`config.mk`:
```
export PLATFORM = sky130hd
export DESIGN_NAME = rre_cordic
export DESIGN_NICKNAME = d
export VERILOG_FILES = /design/src/rtl/core/rre_pkg.sv /design/src/rtl/core/rre_cordic.sv
export SDC_FILE = /design/constraint.sdc
export NUM_CORES = 2
export LEC_CHECK = 0
export CAP_MARGIN = 40
export CORE_ASPECT_RATIO = 0.75
export CORE_UTILIZATION = 57
export DETAILED_ROUTE_END_ITERATION = 6
export DONT_BUFFER_PORTS = 1
export PLACE_DENSITY = 0.72
export SYNTH_ARGS = -nofsm -noshare
export SYNTH_HDL_FRONTEND = slang
export SYNTH_SLANG_ARGS = --single-unit
```
`constraint.sdc`:
```
create_clock -name clk -period 9.42 [get_ports clk]
set_clock_uncertainty 0.05 [all_clocks]
set_input_delay 1.884 -clock clk [delete_from_list [all_inputs] [get_ports clk]]
set_output_delay 1.884 -clock clk [all_outputs]
set_load 0.05 [all_outputs]
```
`src/rtl/core/rre_pkg.sv`:
```
`default_nettype none

package rre_pkg;

  // defaults for the top level parameters
  localparam int COORD_WIDTH_DEF = 16;
  localparam int TRIG_STAGES_DEF = 16;

  // cordic limits and formats
  localparam int CORDIC_MAX = 24;
  localparam int TRIG_W     = 32;
  localparam logic signed [TRIG_W-1:0] X_INIT = 32'sd652032874;

  // extent, product and rounding widths
  localparam int CFG_W     = 16;
  localparam int EXT_W     = 2 * CFG_W;
  localparam int PROD_W    = EXT_W + 1 + TRIG_W;
  localparam int ACC_W     = PROD_W + 1;
  localparam int RND_SHIFT = 43;
  localparam int OFS_W     = ACC_W - RND_SHIFT;
  localparam int ROT_W     = 16;

  // register reset values
  localparam logic [CFG_W-1:0] SCALE_ONE = 16'd4096;

  typedef enum logic [1:0] {
    REG_WIDTH   = 2'd0,
    REG_HEIGHT  = 2'd1,
    REG_SCALE_H = 2'd2,
    REG_SCALE_V = 2'd3
  } cfg_reg_t;

  localparam logic [1:0] EDGE_LAST = 2'd3;

  // atan(2^-i) with 2^32 units per turn
  function automatic logic [TRIG_W-1:0] atan_angle(input int unsigned idx);
    logic [TRIG_W-1:0] a;
    case (idx)
      0:  a = 32'd536870912;
      1:  a = 32'd316933406;
      2:  a = 32'd167458907;
      3:  a = 32'd85004756;
      4:  a = 32'd42667331;
      5:  a = 32'd21354465;
      6:  a = 32'd10679838;
      7:  a = 32'd5340245;
      8:  a = 32'd2670163;
      9:  a = 32'd1335087;
      10: a = 32'd667544;
      11: a = 32'd333772;
      12: a = 32'd166886;
      13: a = 32'd83443;
      14: a = 32'd41722;
      15: a = 32'd20861;
      16: a = 32'd10430;
      17: a = 32'd5215;
      18: a = 32'd2608;
      19: a = 32'd1304;
      20: a = 32'd652;
      21: a = 32'd326;
      22: a = 32'd163;
      23: a = 32'd81;
      default: a = '0;
    endcase
    return a;
  endfunction

endpackage

`default_nettype wire

```
`src/rtl/core/rre_cordic.sv`:
```
`default_nettype none

module rre_cordic #(
  parameter int TRIG_STAGES = rre_pkg::TRIG_STAGES_DEF,
  parameter int SIDE_W      = 2 * rre_pkg::COORD_WIDTH_DEF
) (
  input  wire                                   clk,
  input  wire                                   rst,
  input  wire                                   en,
  input  wire                                   in_valid,
  input  wire  [rre_pkg::ROT_W-1:0]             in_rotation,
  input  wire  [SIDE_W-1:0]                     in_side,
  output logic                                  out_valid,
  output logic signed [rre_pkg::TRIG_W-1:0]     out_cos,
  output logic signed [rre_pkg::TRIG_W-1:0]     out_sin,
  output logic [SIDE_W-1:0]                     out_side
);
  import rre_pkg::*;

  localparam int N = (TRIG_STAGES > CORDIC_MAX) ? CORDIC_MAX : TRIG_STAGES;
  localparam logic signed [TRIG_W-1:0] QUARTER = 32'sh4000_0000;

  logic signed [TRIG_W-1:0] x    [N+1];
  logic signed [TRIG_W-1:0] y    [N+1];
  logic signed [TRIG_W-1:0] z    [N+1];
  logic                     v    [N+1];
  logic                     flip [N+1];
  logic [SIDE_W-1:0]        side [N+1];

  logic signed [TRIG_W-1:0] z_raw;
  logic signed [TRIG_W-1:0] z_pre;
  logic                     flip_pre;

  // fold into the right half plane; adding a half turn flips the top bit
  assign z_raw    = signed'({in_rotation, {(TRIG_W-ROT_W){1'b0}}});
  assign flip_pre = (z_raw > QUARTER) || (z_raw < -QUARTER);
  assign z_pre    = flip_pre ? (z_raw ^ {1'b1, {(TRIG_W-1){1'b0}}}) : z_raw;

  always_ff @(posedge clk) begin
    if (rst) begin
      v[0] <= 1'b0;
    end else if (en) begin
      v[0] <= in_valid;
    end
  end

  always_ff @(posedge clk) begin
    if (en) begin
      x[0]    <= X_INIT;
      y[0]    <= '0;
      z[0]    <= z_pre;
      flip[0] <= flip_pre;
      side[0] <= in_side;
    end
  end

  for (genvar i = 0; i < N; i++) begin : g_stage
    logic signed [TRIG_W-1:0] xs;
    logic signed [TRIG_W-1:0] ys;
    logic signed [TRIG_W-1:0] ang;
    logic                     pos;

    assign xs  = x[i] >>> i;
    assign ys  = y[i] >>> i;
    assign ang = signed'(atan_angle(i));
    assign pos = ~z[i][TRIG_W-1];

    always_ff @(posedge clk) begin
      if (rst) begin
        v[i+1] <= 1'b0;
      end else if (en) begin
        v[i+1] <= v[i];
      end
    end

    always_ff @(posedge clk) begin
      if (en) begin
        x[i+1]    <= pos ? (x[i] - ys) : (x[i] + ys);
        y[i+1]    <= pos ? (y[i] + xs) : (y[i] - xs);
        z[i+1]    <= pos ? (z[i] - ang) : (z[i] + ang);
        flip[i+1] <= flip[i];
        side[i+1] <= side[i];
      end
    end
  end

  // undo the half turn taken at the front
  always_ff @(posedge clk) begin
    if (rst) begin
      out_valid <= 1'b0;
    end else if (en) begin
      out_valid <= v[N];
    end
  end

  always_ff @(posedge clk) begin
    if (en) begin
      out_cos  <= flip[N] ? -x[N] : x[N];
      out_sin  <= flip[N] ? -y[N] : y[N];
      out_side <= side[N];
    end
  end

endmodule

`default_nettype wire

```
# Word level (Yosys, flattened, before mapping)
# Memories as Yosys holds them, arrays and structs flattened. A register that Yosys moved wholly into a read port is not among the register bits.
# Index checks and enable logic that the tools add are counted.
word_totals:
  register_bits: 64
  mem_bits_rw: 2210
  in_bits: 52
  output_inout_bits: 97
  word_cells: 200
  n_memories: 6
memory_table:
  columns: ["name", "depth", "word_bits", "rd", "rd_clocked_by_memory_dff", "wr", "line", "rtl"]
  rows:
  - ["side", 17, 32, 17, 1, 17, "rre_cordic.sv:28", "logic [SIDE_W-1:0] side [N+1];"]
  - ["x", 17, 32, 17, 0, 17, "rre_cordic.sv:23", "logic signed [TRIG_W-1:0] x [N+1];"]
  - ["y", 17, 32, 17, 0, 17, "rre_cordic.sv:24", "logic signed [TRIG_W-1:0] y [N+1];"]
  - ["z", 17, 32, 16, 0, 17, "rre_cordic.sv:25", "logic signed [TRIG_W-1:0] z [N+1];"]
  - ["flip", 17, 1, 17, 0, 17, "rre_cordic.sv:27", "logic flip [N+1];"]
  - ["v", 17, 1, 17, 1, 17, "rre_cordic.sv:26", "logic v [N+1];"]
op_classes:
  addsub: 97
  order_cmp: 2
  n_mux: 74
  bitwise_logic: 18
  reduce_logical: 1
ops:
  columns: ["op", "count"]
  rows:
  - ["two-way mux 32 bit", 51]
  - ["adder 32 x 17 -> 32 bit", 2]
  - ["adder 32 x 18 -> 32 bit", 2]
  - ["adder 32 x 19 -> 32 bit", 2]
  - ["adder 32 x 20 -> 32 bit", 2]
  - ["adder 32 x 21 -> 32 bit", 2]
  - ["adder 32 x 22 -> 32 bit", 2]
  - ["adder 32 x 23 -> 32 bit", 2]
  - ["adder 32 x 24 -> 32 bit", 2]
  - ["adder 32 x 25 -> 32 bit", 2]
  - ["adder 32 x 26 -> 32 bit", 2]
  - ["adder 32 x 27 -> 32 bit", 2]
  - ["adder 32 x 28 -> 32 bit", 2]
  - ["adder 32 x 29 -> 32 bit", 2]
  - ["adder 32 x 30 -> 32 bit", 2]
  - ["adder 32 x 31 -> 32 bit", 2]
  - ["negator 32 bit", 2]
  - ["subtractor 32 x 17 -> 32 bit", 2]
  - ["subtractor 32 x 18 -> 32 bit", 2]
  - ["subtractor 32 x 19 -> 32 bit", 2]
  - ["subtractor 32 x 20 -> 32 bit", 2]
  - ["subtractor 32 x 21 -> 32 bit", 2]
  - ["subtractor 32 x 22 -> 32 bit", 2]
  - ["subtractor 32 x 23 -> 32 bit", 2]
  - ["48 further kinds", 95]

# Longest topological paths before layout
depth:
  depth_word: 4
  mapped_depth: 20
  mapped_depth_nobuf: 20

# Worst setup path before layout
# No wires, ideal clock.
synth_path:
  kind: "reg2reg"
  start: "memory z[2][31], in the netlist z[0][95]"
  end: "memory y[3][28] (data pin)"
  arrival_ps: 4420
  setup_slack_ps: 4755
  path_stages_with_launch: 16
  period_less_slack_ps: 4665
  path_cell_list: "edfxtp_1 -> clkbuf_1 -> clkbuf_1 -> buf_1 -> mux2i_1 -> ha_1 -> nor2b_1 -> o21ai_0 -> a21boi_0 -> o21a_1 -> a31o_2 -> a221oi_1 -> o211ai_1 -> a311oi_1 -> nor2_1 -> o311ai_0"
synth_rtl:
  columns: ["item", "line"]
  rows:
  - ["start, declared", "rre_cordic.sv:25"]
  - ["end, declared", "rre_cordic.sv:24"]

==> qor.yml <==
path_clk_slew_ps: 60
wl_per_cell_um: 20.1
drive_gt1_share_pct: 3.90
antenna_cells_inserted: 0
routed_via_density: 6.13
final_common_cell: "edfxtp_1"
syn_area_per_cell_um2: 10.6
ctsHoldBuffers: 0
ys_ff_latch: 2034
post_cts_resized: 0
n_fill_cell: 19000
max-cap-violations: 0
setup_viol: 0
numCtsBuffers: 213
insertion_delay_ps: 910
first_iter_violations: 9751
drt_wl_total_mm: 328
yosys_most_used_dff: "edfxtp_1"
relSlewSlack_pct: 16.5
grt_pass1_wl_mm: 517
synthCells: 12900
grt_max_degree: 240
synthArstFlopShare_pct: 0
syn_to_final_growth_pct: 7.97
portBuffers: 0
synth.net_count: 14400
cts_tree: "yes"
worst_slack_ps: 3540
grtUsageMet2_pct: 39.6
max_freq_ghz: 0.170
cts_sinks: 2034
yosys.area.top_type: "edfxtp_1"
fp.dieH_um: 427
layout.nets: 14500
final_cell_mix: "2033 x edfxtp_1, 1394 x ha_1, 1327 x a21oi_1, 1108 x xnor2_1, 1069 x nor2_1"
die_area_mm2: 0.242
synth_edf_count: 2033
cp_data_required_time_ps: 9980
synth.top_cell.area_share_pct: 44.5
cp-end-kind: "flip-flop"
maxSlewViolCount: 0
r2r_end: "x[9][29]$_DFFE_PP_"
route.vias.total: 100000
arrival_ps: 6430
post-route-min-period_ps: 5880
coreArea_mm2: 0.239
route.detailed.drc: 0
hpwl_mm: 250
cts_root_buf: "clkbuf_16"
rsz0062_at_grt: "no"
track_usage_pct: 26.3
worstSetupStartpointType: "flip-flop"
fin_util_pct: 62.0
rr_worst_depth: 15
yosys-top-cells-area: "edfxtp_1 45%, ha_1 13%, xnor2_1 7.1%, a21oi_1 4.8%, xor2_1 3.9%"
period_share_pct: 62.4
synthesis.area_mm2: 0.137
drtAntennaViolNets: 0
gp_congestion: 0.952
io_pins: 149
critPathMaxFanout: 6
path_class: "flip-flop to flip-flop"
post_cts_buffers: 0
grt_overflow: 0
grt_pass1_vias: 94000
r2r-start: "y[8][11]$_DFFE_PP_"
hp-class: "flip-flop to flip-flop"
rrSetupSlack_ps: 3540
ys_seq_area_share_pct: 44.6
hold_viol: 0
dr.pass1.iters: 6
synth_cell_types: 85
crit_path_end: "x[9][29]$_DFFE_PP_"
tightest_slew_ps: 1250
grt-busiest-layer: "met1"
start_util_pct: 57.5
startpoint: "y[8][11]$_DFFE_PP_"
pre_cts_ws_ps: 3140
rows: 155
final-seq-area_mm2: 0.0611
antenna_found_initial: 5
grt_use_met3_pct: 3.67
finalSetupTns_ps: 0
grt_util_met1_pct: 40.2
status: "completed"
ys_warn_count: 0
multiInputGateArea_mm2: 0.0732
clock_path_buffers: 4
die_w_um: 568
cts_max_level: 4
[layer usage]
layer	up-vias	share of wire [%]
met5	-	0.0067
met4	4	2.1
li1	48500	-
met2	3094	42
met1	48100	49
met3	436	6.9
[synth_stat cells, types with 37 or more instances]
cell,count
o31ai_1,76
o41ai_1,37
edfxtp_1,2033
o21ai_0,569
a21boi_0,42
or3_1,77
o211ai_1,71
nand4_1,91
nand2_1,623
nand3_1,219
a211oi_1,118
fa_1,42
a31oi_1,122
buf_1,38
inv_1,566
mux2i_1,56
nand2b_1,171
a21oi_1,1327
xor2_1,610
and3_1,103
nor3_1,339
mux2_2,46
o21bai_1,159
clkbuf_1,139
a21o_1,576
o21a_1,174
nor2b_1,142
nor4_1,87
a211o_1,37
or4_1,40
nor2_1,1069
ha_1,1394
and2_1,85
xnor2_1,1108
[flip-flops by register name, summed over array words and instances, names as in the netlist]
signal	flops
flip	17
x	456
v	17
out_sin	32
y	481
out_side	32
z	422
side	544
out_cos	32
out_valid	1
[cell families after synthesis]
group	after synthesis	share of synthesized area, %
buf+inv	744	2.04
fa+ha+maj	1436	13.3
mux	102	0.787
xor+xnor	1718	11.0
simple gates	3229	11.4
flops	2034	44.6
compound gates	3652	16.9
[worst min-delay path by stage]
| stage | from | end | cells after the start |
|---|---|---|---|
| floorplan | flip[0][0]$_DFFE_PP_ | flip[0][1]$_DFFE_PP_ | 0 |
| global placement | side[14][5]$_DFFE_PP_ | side[15][5]$_DFFE_PP_ | 0 |
| detailed placement | side[16][24]$_DFFE_PP_ | out_side[24]$_DFFE_PP_ | 0 |
| CTS | side[1][19]$_DFFE_PP_ | side[2][19]$_DFFE_PP_ | 0 |
| global route | side[2][27]$_DFFE_PP_ | side[3][27]$_DFFE_PP_ | 0 |
| finish | side[2][27]$_DFFE_PP_ | side[3][27]$_DFFE_PP_ | 0 |
[worst max-delay path: stages, from the launching register on]
cell	delay, ps
edfxtp_1	460
nor4_1	520
nor4b_1	680
nor3b_1	890
nor2_1	120
xnor2_1	170
ha_1	360
and4_1	210
a221o_1	360
a21oi_1	190
nor2b_1	210
a21oi_1	110
o41ai_1	560
nor3_1	150
o41ai_1	470
xnor2_1	120
[final cells by class]
class / count / area share [%]
multi-input cells: 10100 / 49.5
inverters: 567 / 1.44
well taps: 3140 / 2.65
clock buffers: 250 / 3.75
repair buffers: 66 / 0.509
flip-flops and latches: 2034 / 41.3
clock inverters: 135 / 0.918
[per-stage QoR]
stage          hold slack [ps]  area (µm²)  cells
6_report                   316      148000  16300
5_1_grt                    313      148000  16300
4_1_cts                    306      148000  16300
3_5_place_dp               355      141000  15900
3_3_place_gp               350      141000  15900
2_1_floorplan              350      137000  12900
Power is left out: the tool's default activity adds up to more than one toggle a clock period on the data nets, which glitch-free logic cannot reach.
